--- src/rtl/core/scn_pkg.sv ---
// shared types, constants and codes of the sir contact network step block
`timescale 1ns / 1ps

package scn_pkg;

   // network size and derived widths
   localparam int NODES     = 1024;
   localparam int IDX_W     = $clog2(NODES);
   localparam int NODE_W    = 10;
   localparam int COUNT_W   = 11;
   localparam int PROB_BITS = 16;
   localparam int CSR_IDX_W = 2;
   localparam int CSR_W     = 16;
   localparam logic [COUNT_W-1:0] NODE_COUNT_RESET = COUNT_W'(1024);

   // node state codes
   localparam logic [1:0] ST_SUS = 2'd0;
   localparam logic [1:0] ST_INF = 2'd1;
   localparam logic [1:0] ST_REC = 2'd2;

   // request codes
   localparam logic [1:0] REQ_CONTACT = 2'd0;
   localparam logic [1:0] REQ_RECOVER = 2'd1;
   localparam logic [1:0] REQ_SEED    = 2'd2;

   // register indexes
   localparam logic [CSR_IDX_W-1:0] CSR_PROB_INFECT   = 2'd0;
   localparam logic [CSR_IDX_W-1:0] CSR_PROB_RECOVER  = 2'd1;
   localparam logic [CSR_IDX_W-1:0] CSR_PROB_REINFECT = 2'd2;
   localparam logic [CSR_IDX_W-1:0] CSR_NODE_COUNT    = 2'd3;

   // one write into the node state table
   typedef struct packed {
      logic             en;
      logic [IDX_W-1:0] addr;
      logic [1:0]       data;
   } scn_wr_type;

   // transaction held in the work stage
   typedef struct packed {
      logic [1:0]           req;
      logic [IDX_W-1:0]     idx_a;
      logic [IDX_W-1:0]     idx_b;
      logic [PROB_BITS-1:0] rand_first;
      logic [PROB_BITS-1:0] rand_second;
   } scn_item_type;

   // probability registers
   typedef struct packed {
      logic [PROB_BITS-1:0] infect;
      logic [PROB_BITS-1:0] recover;
      logic [PROB_BITS-1:0] reinfect;
   } scn_prob_type;

   // outcome of one step
   typedef struct packed {
      scn_wr_type         wr;
      logic [1:0]         state_a;
      logic [1:0]         state_b;
      logic [COUNT_W-1:0] infected;
      logic [COUNT_W-1:0] recovered;
   } scn_step_type;

endpackage

--- src/rtl/core/scn_node_mem.sv ---
// node state table: two registered read ports, one write port, clearing sweep after reset
`timescale 1ns / 1ps

module scn_node_mem (
   input  logic                    clock,
   input  logic                    reset,
   input  logic                    rd_en,
   input  logic [scn_pkg::IDX_W-1:0] rd_addr_a,
   input  logic [scn_pkg::IDX_W-1:0] rd_addr_b,
   output logic [1:0]              rd_a,
   output logic [1:0]              rd_b,
   input  scn_pkg::scn_wr_type     wr,
   output logic                    clearing
);

   logic [1:0]                mem [scn_pkg::NODES];
   logic                      clr_busy_ff;
   logic                      clr_busy_in;
   logic [scn_pkg::IDX_W-1:0] clr_addr_ff;
   logic [scn_pkg::IDX_W-1:0] clr_addr_in;
   logic                      wr_en;
   logic [scn_pkg::IDX_W-1:0] wr_addr;
   logic [1:0]                wr_data;
   logic [1:0]                rd_a_ff;
   logic [1:0]                rd_b_ff;

   // sweep control
   always_comb begin
      clr_busy_in = clr_busy_ff;
      clr_addr_in = clr_addr_ff;
      if (clr_busy_ff) begin
         clr_addr_in = clr_addr_ff + 1'b1;
         if (clr_addr_ff == scn_pkg::IDX_W'(scn_pkg::NODES - 1)) begin
            clr_busy_in = 1'b0;
         end
      end
   end

   always_ff @(posedge clock) begin
      if (reset) begin
         clr_busy_ff <= 1'b1;
         clr_addr_ff <= '0;
      end else begin
         clr_busy_ff <= clr_busy_in;
         clr_addr_ff <= clr_addr_in;
      end
   end

   // write port shared between sweep and updates
   always_comb begin
      if (clr_busy_ff) begin
         wr_en   = 1'b1;
         wr_addr = clr_addr_ff;
         wr_data = scn_pkg::ST_SUS;
      end else begin
         wr_en   = wr.en;
         wr_addr = wr.addr;
         wr_data = wr.data;
      end
   end

   always_ff @(posedge clock) begin
      if (wr_en) begin
         mem[wr_addr] <= wr_data;
      end
   end

   // registered reads
   always_ff @(posedge clock) begin
      if (rd_en) begin
         rd_a_ff <= mem[rd_addr_a];
         rd_b_ff <= mem[rd_addr_b];
      end
   end

   assign rd_a     = rd_a_ff;
   assign rd_b     = rd_b_ff;
   assign clearing = clr_busy_ff;

endmodule

--- src/rtl/core/scn_step_logic.sv ---
// state transition of the two nodes and the population counters for one transaction
`timescale 1ns / 1ps

module scn_step_logic (
   input  scn_pkg::scn_item_type             item,
   input  logic [1:0]                        st_a,
   input  logic [1:0]                        st_b,
   input  scn_pkg::scn_prob_type             prob,
   input  logic [scn_pkg::COUNT_W-1:0]       infected,
   input  logic [scn_pkg::COUNT_W-1:0]       recovered,
   output scn_pkg::scn_step_type             step
);

   function automatic logic chance(input logic [scn_pkg::PROB_BITS-1:0] draw,
                                   input logic [scn_pkg::PROB_BITS-1:0] p);
      return draw < p;
   endfunction

   logic       same_node;
   logic       hit_fwd;
   logic       hit_rev;
   logic       hit_rec;
   logic [1:0] new_a;
   logic [1:0] new_b;
   logic       chg_a;
   logic       chg_b;
   logic       inf_up;
   logic       inf_down;
   logic       rec_up;
   logic       rec_down;

   assign same_node = (item.idx_a == item.idx_b);

   // probability tests, chosen by the target's current state
   assign hit_fwd = (st_b == scn_pkg::ST_SUS) ? chance(item.rand_first, prob.infect)
                                              : chance(item.rand_first, prob.reinfect);
   assign hit_rev = (st_a == scn_pkg::ST_SUS) ? chance(item.rand_second, prob.infect)
                                              : chance(item.rand_second, prob.reinfect);
   assign hit_rec = chance(item.rand_first, prob.recover);

   always_comb begin
      chg_a    = 1'b0;
      chg_b    = 1'b0;
      new_a    = st_a;
      new_b    = st_b;
      inf_up   = 1'b0;
      inf_down = 1'b0;
      rec_up   = 1'b0;
      rec_down = 1'b0;
      unique case (item.req)
         scn_pkg::REQ_CONTACT: begin
            // a self contact never changes anything
            if (!same_node) begin
               if (st_a == scn_pkg::ST_INF && st_b != scn_pkg::ST_INF && hit_fwd) begin
                  chg_b    = 1'b1;
                  new_b    = scn_pkg::ST_INF;
                  inf_up   = 1'b1;
                  rec_down = (st_b == scn_pkg::ST_REC);
               end else if (st_b == scn_pkg::ST_INF && st_a != scn_pkg::ST_INF && hit_rev) begin
                  chg_a    = 1'b1;
                  new_a    = scn_pkg::ST_INF;
                  inf_up   = 1'b1;
                  rec_down = (st_a == scn_pkg::ST_REC);
               end
            end
         end
         scn_pkg::REQ_RECOVER: begin
            if (st_a == scn_pkg::ST_INF && hit_rec) begin
               chg_a    = 1'b1;
               new_a    = scn_pkg::ST_REC;
               inf_down = 1'b1;
               rec_up   = 1'b1;
            end
         end
         scn_pkg::REQ_SEED: begin
            if (st_a != scn_pkg::ST_INF) begin
               chg_a    = 1'b1;
               new_a    = scn_pkg::ST_INF;
               inf_up   = 1'b1;
               rec_down = (st_a == scn_pkg::ST_REC);
            end
         end
         default: begin
         end
      endcase
      // node b reads back the update when both indexes name one node
      if (same_node && chg_a) begin
         new_b = new_a;
      end
   end

   // at most one node changes per transaction
   assign step.wr.en    = chg_a | chg_b;
   assign step.wr.addr  = chg_a ? item.idx_a : item.idx_b;
   assign step.wr.data  = chg_a ? new_a : new_b;
   assign step.state_a  = new_a;
   assign step.state_b  = new_b;
   assign step.infected = infected + scn_pkg::COUNT_W'(inf_up)
                          - scn_pkg::COUNT_W'(inf_down);
   assign step.recovered = recovered + scn_pkg::COUNT_W'(rec_up)
                           - scn_pkg::COUNT_W'(rec_down);

endmodule

--- src/rtl/core/sir_contact_network_step.sv ---
// top level of the sir contact network step block
`timescale 1ns / 1ps

// Keeps a 1024-entry table of node states (susceptible, infected, recovered)
// plus infected and recovered counters, and answers each request transaction
// (contact, recovery check, seed) with both node states and the three counts.
// One transaction is taken per clock while req_stall is low: the node table
// is read when the transaction is accepted, the update is computed and
// written back when the work stage passes it on, and the result lands in
// an output register; a one-entry bypass of the last write keeps
// back-to-back transactions on the same node correct. After reset the
// table is cleared by a sweep over all 1024 entries, one entry a cycle,
// during which req_stall stays high; register writes are taken throughout.
module sir_contact_network_step (
   input  logic                               clock,
   input  logic                               reset,
   // request channel
   input  logic                               req_valid,
   output logic                               req_stall,
   input  logic [1:0]                         req_type,
   input  logic [scn_pkg::NODE_W-1:0]         req_node_a,
   input  logic [scn_pkg::NODE_W-1:0]         req_node_b,
   input  logic [scn_pkg::PROB_BITS-1:0]      req_rand_first,
   input  logic [scn_pkg::PROB_BITS-1:0]      req_rand_second,
   // response channel
   output logic                               rsp_valid,
   input  logic                               rsp_stall,
   output logic [1:0]                         rsp_state_a,
   output logic [1:0]                         rsp_state_b,
   output logic [scn_pkg::COUNT_W-1:0]        rsp_count_susceptible,
   output logic [scn_pkg::COUNT_W-1:0]        rsp_count_infected,
   output logic [scn_pkg::COUNT_W-1:0]        rsp_count_recovered,
   // register write port
   input  logic                               csr_write,
   input  logic [scn_pkg::CSR_IDX_W-1:0]      csr_index,
   input  logic [scn_pkg::CSR_W-1:0]          csr_wdata
);

   scn_pkg::scn_prob_type              prob_ff;
   logic [scn_pkg::COUNT_W-1:0]        node_count_ff;

   scn_pkg::scn_item_type              item_ff;
   scn_pkg::scn_item_type              item_in;
   logic                               s1_valid_ff;
   logic                               s1_valid_in;
   logic                               s1_fire;
   logic                               req_take;

   logic [scn_pkg::COUNT_W-1:0]        infected_ff;
   logic [scn_pkg::COUNT_W-1:0]        recovered_ff;

   scn_pkg::scn_wr_type                last_wr_ff;
   logic                               clearing;
   logic [1:0]                         rd_a;
   logic [1:0]                         rd_b;
   logic [1:0]                         st_a;
   logic [1:0]                         st_b;
   scn_pkg::scn_step_type              step;
   scn_pkg::scn_wr_type                mem_wr;

   logic [scn_pkg::COUNT_W:0]          used;
   logic [scn_pkg::COUNT_W-1:0]        sus;

   logic                               rsp_valid_ff;
   logic                               rsp_valid_in;
   logic [1:0]                         state_a_ff;
   logic [1:0]                         state_b_ff;
   logic [scn_pkg::COUNT_W-1:0]        sus_ff;
   logic [scn_pkg::COUNT_W-1:0]        inf_out_ff;
   logic [scn_pkg::COUNT_W-1:0]        rec_out_ff;

   // configuration registers
   always_ff @(posedge clock) begin
      if (reset) begin
         prob_ff       <= '0;
         node_count_ff <= scn_pkg::NODE_COUNT_RESET;
      end else if (csr_write) begin
         unique case (csr_index)
            scn_pkg::CSR_PROB_INFECT:   prob_ff.infect   <= csr_wdata;
            scn_pkg::CSR_PROB_RECOVER:  prob_ff.recover  <= csr_wdata;
            scn_pkg::CSR_PROB_REINFECT: prob_ff.reinfect <= csr_wdata;
            scn_pkg::CSR_NODE_COUNT:    node_count_ff    <= csr_wdata[scn_pkg::COUNT_W-1:0];
            default: begin
            end
         endcase
      end
   end

   // handshake of the work stage
   assign s1_fire      = s1_valid_ff & (~rsp_valid_ff | ~rsp_stall);
   assign req_stall    = clearing | (s1_valid_ff & ~s1_fire);
   assign req_take     = req_valid & ~req_stall;
   assign s1_valid_in  = req_take | (s1_valid_ff & ~s1_fire);
   assign rsp_valid_in = s1_fire | (rsp_valid_ff & rsp_stall);

   always_comb begin
      item_in.req         = req_type;
      item_in.idx_a       = req_node_a[scn_pkg::IDX_W-1:0];
      item_in.idx_b       = req_node_b[scn_pkg::IDX_W-1:0];
      item_in.rand_first  = req_rand_first;
      item_in.rand_second = req_rand_second;
   end

   always_ff @(posedge clock) begin
      if (reset) begin
         s1_valid_ff  <= 1'b0;
         rsp_valid_ff <= 1'b0;
      end else begin
         s1_valid_ff  <= s1_valid_in;
         rsp_valid_ff <= rsp_valid_in;
      end
   end

   always_ff @(posedge clock) begin
      if (req_take) begin
         item_ff <= item_in;
      end
   end

   // node table, read on acceptance
   scn_node_mem u_mem (
      .clock     (clock),
      .reset     (reset),
      .rd_en     (req_take),
      .rd_addr_a (item_in.idx_a),
      .rd_addr_b (item_in.idx_b),
      .rd_a      (rd_a),
      .rd_b      (rd_b),
      .wr        (mem_wr),
      .clearing  (clearing)
   );

   // bypass of the write made by the previous transaction
   assign st_a = (last_wr_ff.en && last_wr_ff.addr == item_ff.idx_a) ? last_wr_ff.data : rd_a;
   assign st_b = (last_wr_ff.en && last_wr_ff.addr == item_ff.idx_b) ? last_wr_ff.data : rd_b;

   scn_step_logic u_step (
      .item      (item_ff),
      .st_a      (st_a),
      .st_b      (st_b),
      .prob      (prob_ff),
      .infected  (infected_ff),
      .recovered (recovered_ff),
      .step      (step)
   );

   always_comb begin
      mem_wr    = step.wr;
      mem_wr.en = step.wr.en & s1_fire;
   end

   always_ff @(posedge clock) begin
      if (reset) begin
         last_wr_ff   <= '0;
         infected_ff  <= '0;
         recovered_ff <= '0;
      end else if (s1_fire) begin
         last_wr_ff   <= step.wr;
         infected_ff  <= step.infected;
         recovered_ff <= step.recovered;
      end
   end

   // susceptible count, saturated at zero
   assign used = {1'b0, step.infected} + {1'b0, step.recovered};
   assign sus  = ({1'b0, node_count_ff} > used)
                 ? scn_pkg::COUNT_W'({1'b0, node_count_ff} - used) : '0;

   // result register
   always_ff @(posedge clock) begin
      if (s1_fire) begin
         state_a_ff <= step.state_a;
         state_b_ff <= step.state_b;
         sus_ff     <= sus;
         inf_out_ff <= step.infected;
         rec_out_ff <= step.recovered;
      end
   end

   assign rsp_valid             = rsp_valid_ff;
   assign rsp_state_a           = state_a_ff;
   assign rsp_state_b           = state_b_ff;
   assign rsp_count_susceptible = sus_ff;
   assign rsp_count_infected    = inf_out_ff;
   assign rsp_count_recovered   = rec_out_ff;

   // the population never outgrows the table
   assert property (@(posedge clock) disable iff (reset)
      ({1'b0, infected_ff} + {1'b0, recovered_ff}) <= (scn_pkg::COUNT_W + 1)'(scn_pkg::NODES))
      else $error("infected plus recovered exceeds node count");

   // no transaction enters the work stage while the table is being cleared
   assert property (@(posedge clock) disable iff (reset)
      clearing |-> !s1_fire)
      else $error("transaction processed during table clear");

   // counters move only when a transaction completes
   assert property (@(posedge clock) disable iff (reset)
      !s1_fire |=> $stable(infected_ff) && $stable(recovered_ff))
      else $error("counter changed without a transaction");

   // a completed transaction is presented on the next cycle
   assert property (@(posedge clock) disable iff (reset)
      s1_fire |=> rsp_valid_ff)
      else $error("completed transaction lost");

   // a transaction that changes no node leaves the infected count unchanged
   assert property (@(posedge clock) disable iff (reset)
      (s1_fire && !step.wr.en) |=> $stable(infected_ff))
      else $error("infected count moved with no node change");

endmodule
--- config.mk ---
export PLATFORM = sky130hd
export DESIGN_NAME = sir_contact_network_step
export DESIGN_NICKNAME = d
export VERILOG_FILES = /design/src/rtl/core/scn_pkg.sv /design/src/rtl/core/scn_node_mem.sv /design/src/rtl/core/scn_step_logic.sv /design/src/rtl/core/sir_contact_network_step.sv
export SDC_FILE = /design/constraint.sdc
export NUM_CORES = 2
export LEC_CHECK = 0
export BUFFER_PORTS_ARGS = -buffer_cell sky130_fd_sc_hd__buf_2
export CORE_AREA = 2 2 566 568
export DETAILED_ROUTE_END_ITERATION = 10
export DIE_AREA = 0 0 568 570
export SETUP_SLACK_MARGIN = 0.02
export SLEW_MARGIN = 5
export SYNTH_ARGS = -nofsm -noshare
export SYNTH_HDL_FRONTEND = slang
export SYNTH_SLANG_ARGS = --single-unit
--- constraint.sdc ---
create_clock -name clock -period 51 [get_ports clock]
set_input_delay 0 -clock clock [delete_from_list [all_inputs] [get_ports clock]]
set_output_delay 0 -clock clock [all_outputs]
set_load 0.03 [all_outputs]
Yosys cells after proc, flatten, opt, wreduce, memory -nomap -nowiden
Memories as Yosys holds them, arrays and structs flattened. A register that Yosys moved wholly into a read port is not among the register bits.
Cells that the tools add are included.
{ "totals": {"ram_bits": 2048, "memories": 1, "word_cells": 123, "ff_bits": 198} }
{ "op_classes": {"magnitude_cmp": 6, "n_eq_ne": 15, "muxes": 41, "bitwise_logic": 14, "n_addsub": 7, "n_reduce_logical": 16} }
{ "mem_list": {"columns": ["name", "depth", "word_bits", "read_ports", "rd_ports_with_merged_regs", "write_ports", "line", "rtl"], "rows": [
  ["u_mem.mem", 1024, 2, 2, 2, 1, "scn_node_mem.sv:16", "logic [1:0] mem [scn_pkg::NODES];"]
]} }
{ "op_table": {"columns": ["operator", "count"], "rows": [
  ["$lt A16 B16 Y1", 5],
  ["$eq A10 B10 Y1", 3],
  ["$mux W2", 13],
  ["$add A11 B1 Y11", 2],
  ["$mux W1", 22],
  ["$sub A11 B1 Y11", 2],
  ["$mux W10", 2],
  ["$add A11 B11 Y12", 1],
  ["$gt A11 B12 Y1", 1],
  ["$sub A11 B11 Y11", 1],
  ["$add A10 B1 Y10 const B", 1],
  ["$eq A10 B10 Y1 const B", 1],
  ["$eq A2 B2 Y1 const B", 5],
  ["$eq A2 B1 Y1 const B", 4],
  ["$logic_and A1 B1 Y1", 8],
  ["$logic_not A2 Y1", 4],
  ["$reduce_and A2 Y1", 4],
  ["$pmux W2 S3", 1],
  ["$and A1 B1 Y1", 5],
  ["$or A1 B1 Y1", 5],
  ["$ne A2 B1 Y1 const B", 2],
  ["$not A1 Y1", 4],
  ["$pmux W1 S2", 2],
  ["$pmux W1 S3", 1]
]} }

Logic depth before layout (Yosys ltp)
{ "logic_depth": {"word_depth": 15, "depth_mapped": 37, "ltp_nobuf": 37} }

Modules after synthesis
Synthesis repeated with hierarchy kept, for this count alone.
{ "hier_totals": {"hier_cells": 7361, "hier_area_um2": 112425.3} }
{ "modules_own_cells": {"columns": ["module", "instances", "cells_per_inst", "area_per_inst_um2", "seq_area_each_um2"], "rows": [
  ["scn_node_mem", 1, 6256, 101882.7, 61839.3],
  ["sir_contact_network_step", 1, 682, 7348.3, 4654.5],
  ["scn_step_logic", 1, 423, 3194.3, 0.0]
]} }

Worst setup path before layout
No wires, ideal clock.
{ "synth_timing": {"path_kind": "register to register", "from": "register item_ff[42] in the netlist's numbering", "to": "memory u_mem.mem[0][1], data pin", "setup_time_ps": 7755, "setup_slack_ps": 2844, "arrival_time_ps": 40401, "path_stages_with_launch": 11, "cell_sequence": "edfxtp_1 -> clkbuf_1 -> xnor2_1 -> nand4_1 -> nor3_4 -> mux2i_1 -> a31o_1 -> buf_2 -> nand3_1 -> o21ai_0 -> nor3_1"} }
{ "synth_via": {"elab_chain_len": 14, "elab_cells_between_ends": 32, "cone_classes": "4 x eq/ne; 20 x mux; 8 x reduce/logical"} }
{ "synth_lines": {"columns": ["item", "line", "rtl"], "rows": [
  ["from (decl)", "sir_contact_network_step.sv:42", "scn_pkg::scn_item_type item_ff;"],
  ["from (signal assigned)", "sir_contact_network_step.sv:116", "item_ff <= item_in;"],
  ["$eq A10 B10 Y1", "sir_contact_network_step.sv:134", "assign st_a = (last_wr_ff.en && last_wr_ff.addr == item_ff.idx_a) ? last_wr_ff.data : rd_a;"],
  ["$logic_and A1 B1 Y1", "sir_contact_network_step.sv:134", null],
  ["$mux W2", "sir_contact_network_step.sv:134", null],
  ["$ne A2 B1 Y1 / $logic_not A2 Y1 (equally long branches)", "scn_step_logic.sv:59, scn_step_logic.sv:76, scn_step_logic.sv:37", null],
  ["$logic_and A1 B1 Y1 / $mux W1 (equally long branches)", "scn_step_logic.sv:59, scn_step_logic.sv:37", null],
  ["$logic_and A1 B1 Y1", "scn_step_logic.sv:59", "end else if (st_b == scn_pkg::ST_INF && st_a != scn_pkg::ST_INF && hit_rev) begin"],
  ["$mux W1", "scn_step_logic.sv:59", null],
  ["$mux W1", "scn_step_logic.sv:54", "if (st_a == scn_pkg::ST_INF && st_b != scn_pkg::ST_INF && hit_fwd) begin"],
  ["$mux W1", "scn_step_logic.sv:53", "if (!same_node) begin"],
  ["$pmux W1 S3", "scn_step_logic.sv:50", "unique case (item.req)"],
  ["$logic_and A1 B1 Y1", "scn_step_logic.sv:87", "if (same_node && chg_a) begin"],
  ["$mux W2", "scn_step_logic.sv:87", null],
  ["$mux W2 (*)", "scn_step_logic.sv:95", "assign step.wr.data = chg_a ? new_a : new_b;"],
  ["$mux W2 (*)", "scn_node_mem.sv:51", "if (clr_busy_ff) begin"],
  ["named net u_mem.wr_data[1]", "scn_node_mem.sv:23", "logic [1:0] wr_data;"],
  ["to (decl)", "scn_node_mem.sv:16", null]
]} }
The timed path passes the listed nets; every way through them passes the cells marked *.

==> impl_metrics.json <==
{
  "power_density_mw_per_mm2": 31.7,
  "yosys.area.top_type": "edfxtp_1",
  "dpl.cell_count": 10418,
  "vias_per_cell": 6.01,
  "min_path_cells": 2,
  "wl_per_cell_um": 29.6,
  "fillCellCount": 28462,
  "clkPwrFrac_pct": 42.2,
  "seq_power_share_pct": 50.6,
  "clock_path_buffers": 4,
  "tns_ps": 0,
  "fin_nets": 6801,
  "cap_violations": 0,
  "required_ps": 51590,
  "async_reset_ff_share_pct": 0,
  "initial_core_util_pct": 34.9,
  "cts_buffers": 232,
  "grtUsageTotal_pct": 19.7,
  "final_common_cell": "edfxtp_1",
  "coreArea_mm2": 0.317,
  "design_area_mm2": 0.124,
  "worst_path_max_delay_cell": "o21ai_1",
  "timing.final.crit_share_pct": 15.7,
  "final_cell_mix": "edfxtp_1 (2143), mux4_2 (1312), nor2_1 (1114)",
  "slew_viol_final": 0,
  "portBuffers": 115,
  "endpoint_kind": "flip-flop",
  "rows": 207,
  "status": "finished clean",
  "worstPathArrival_ps": 8610,
  "postCtsSetupRepairBufs": 0,
  "finalCriticalPeriod_ps": 8020,
  "die_area_mm2": 0.324,
  "syn_avg_cell_area_um2": 17.0,
  "cts_tree": "yes",
  "cts-root-buf": "clkbuf_16",
  "hold_viol": 0,
  "synthesis.area_mm2": 0.111,
  "placed_area_mm2": 0.116,
  "die_y_um": 570,
  "routed-via-count": 65868,
  "ant_nets": 0,
  "worst_setup_path_start_kind": "flip-flop",
  "final_util_pct": 39.2,
  "slowest_delay_ps": 560,
  "drt_iter0_markers": 7902,
  "crit_type": "flip-flop to flip-flop",
  "swShare_pct": 22.4,
  "vdd_drop_max_mv": 0.0289,
  "routabilityCongestion": 0.899,
  "synth-edff-count": 2143,
  "dpl.hpwl_mm": 199,
  "setup_viol": 0,
  "route.detailed.drc": 0,
  "p_sw_mw": 0.885,
  "grt_pass1_vias": 67339,
  "ctsHoldBuffers": 128,
  "drt-pass1-iter-count": 6,
  "grt_max_degree": 204,
  "pin_count": 116,
  "synth_warnings": 0,
  "antenna_found_initial": 18,
  "synth.ff_latch_count": 2250,
  "synth-main-ff-cell": "edfxtp_1",
  "postSynthCellCount": 6518,
  "clk_latency_ps": 920,
  "cts.sinks": 2250,
  "drive_gt1_share_pct": 29.1,
  "combPwrFrac_pct": 7.2,
  "total_leakage_power_nw": 39.7,
  "total_power_mw": 3.94,
  "path_clk_slew_ps": 60,
  "synthToLayoutAreaGrowth_pct": 12.3,
  "p_int_mw": 3.06,
  "chipWidth_um": 568,
  "timing.fmax_mhz": 125,
  "seq_area_frac_synth_pct": 60.0,
  "syn-num-nets": 6719,
  "htree_levels": 4,
  "synth.top_cells.by_area": "edfxtp_1 (58%), mux4_2 (27%), nor2_1 (3.8%)",
  "grt_pass1_wl_mm": 471,
  "worst_slew_pin_slew_ps": 1290,
  "hold_path_class": "input pin to flip-flop",
  "cts_resized": 0,
  "rsz0062_at_grt": "no",
  "synth_top_area_share_pct": 58.1,
  "r2r_cells": 31,
  "wl_mm": 325,
  "fin_cells": 10968,
  "finalClockSkew_ps": 76.6,
  "max_slew_margin_pct": 12.6,
  "critPathMaxFanout": 12,
  "synth.distinct_cells": 85,
  "grt_overflow": 0
}
-- metrics by stage --
step | setup slack (ps) | hold slack (ps)
finish | 42980 | 60.8
global route | 42370 | 46.0
CTS | 43110 | 0.704
detailed placement | 43150 | 182
global placement | 43260 | 181
floorplan | 2840 | 98.9
-- cells by family (layout without fill, tap and decap cells) --
| kind of cell | Yosys count | count (layout) | synth area share [%] |
|---|---|---|---|
| fa+ha+maj | 124 | 124 | 1.43 |
| flops | 2250 | 2250 | 60.0 |
| other cells | 0 | 6 | 0 |
| xor+xnor | 71 | 71 | 0.568 |
| compound gates | 419 | 419 | 2.53 |
| buf+inv | 631 | 895 | 2.34 |
| simple gates | 1690 | 1690 | 6.31 |
| mux | 1333 | 1333 | 26.8 |
-- worst max-delay path, delay by kind of cell (launching register included) --
family / cells / cell delay [ps]
compound gates: 12 / 3020
fa+ha+maj: 5 / 1610
flops: 1 / 500
buf+inv: 1 / 40
xor+xnor: 3 / 580
simple gates: 10 / 1990
-- routing by layer --
metal  part of all wire, %  vias up  global-route usage [%]
li1                      -    26653                       -
met1                    39    35217                    26.7
met2                    48     3427                    32.0
met3                   9.6      563                    3.93
met4                   3.3        8                    6.38
met5                 0.018        -                       0
-- power groups by stage --
stage / logic, mW / registers, mW / clock network, mW
final: 0.284 / 2.00 / 1.67
after global routing: 0.295 / 1.99 / 1.75
after CTS: 0.283 / 2.00 / 1.68
after detailed placement: 0.274 / 2.04 / 0
after global placement: 0.273 / 2.04 / 0
after floorplan: 0.182 / 2.03 / 0
-- cell usage after synthesis (29+ instances only) --
library cell / n
a21oi_1: 151
xnor2_1: 59
a22oi_1: 56
edfxtp_1: 2143
nand3_1: 44
nand4_1: 31
o21ai_0: 50
nor2_1: 1116
inv_1: 108
dfxtp_1: 107
clkbuf_1: 286
nor3_1: 32
nand2b_1: 29
buf_1: 67
buf_2: 163
nand2_1: 326
ha_1: 120
mux4_2: 1312
-- worst paths after layout --
check,from,end,slack (ps)
worst min-delay path,req_node_b[2],item_ff[34],60
worst max register to register,item_ff[50],rsp_count_susceptible[7],42980
worst min register to register,prob_ff[9],prob_ff[9],450
worst max-delay path,item_ff[50],rsp_count_susceptible[7],42980
-- registers in the layout, indices dropped and copies added, names as in the netlist, 10 cells and up --
name / count
u_mem.mem: 2048
item_ff: 54
prob_ff: 48
last_wr_ff: 13
infected_ff: 11
node_count_ff: 11
recovered_ff: 11
rsp_count_infected: 11
rsp_count_recovered: 11
rsp_count_susceptible: 11
u_mem.clr_addr_ff: 10
-- cell type report --
type | instances | area [um2] | share of cell area [%]
Inverter | 109 | 409 | 0.329
Clock inverter | 133 | 1210 | 0.974
Antenna cell | 6 | 15.0 | 0.0121
Multi-Input combinational cell | 3637 | 42000 | 33.8
Clock buffer | 283 | 6020 | 4.84
Sequential cell | 2250 | 66500 | 53.4
Tap cell | 4180 | 5230 | 4.20
Timing Repair Buffer | 370 | 3040 | 2.44
Power figures use the tool's default switching activity.
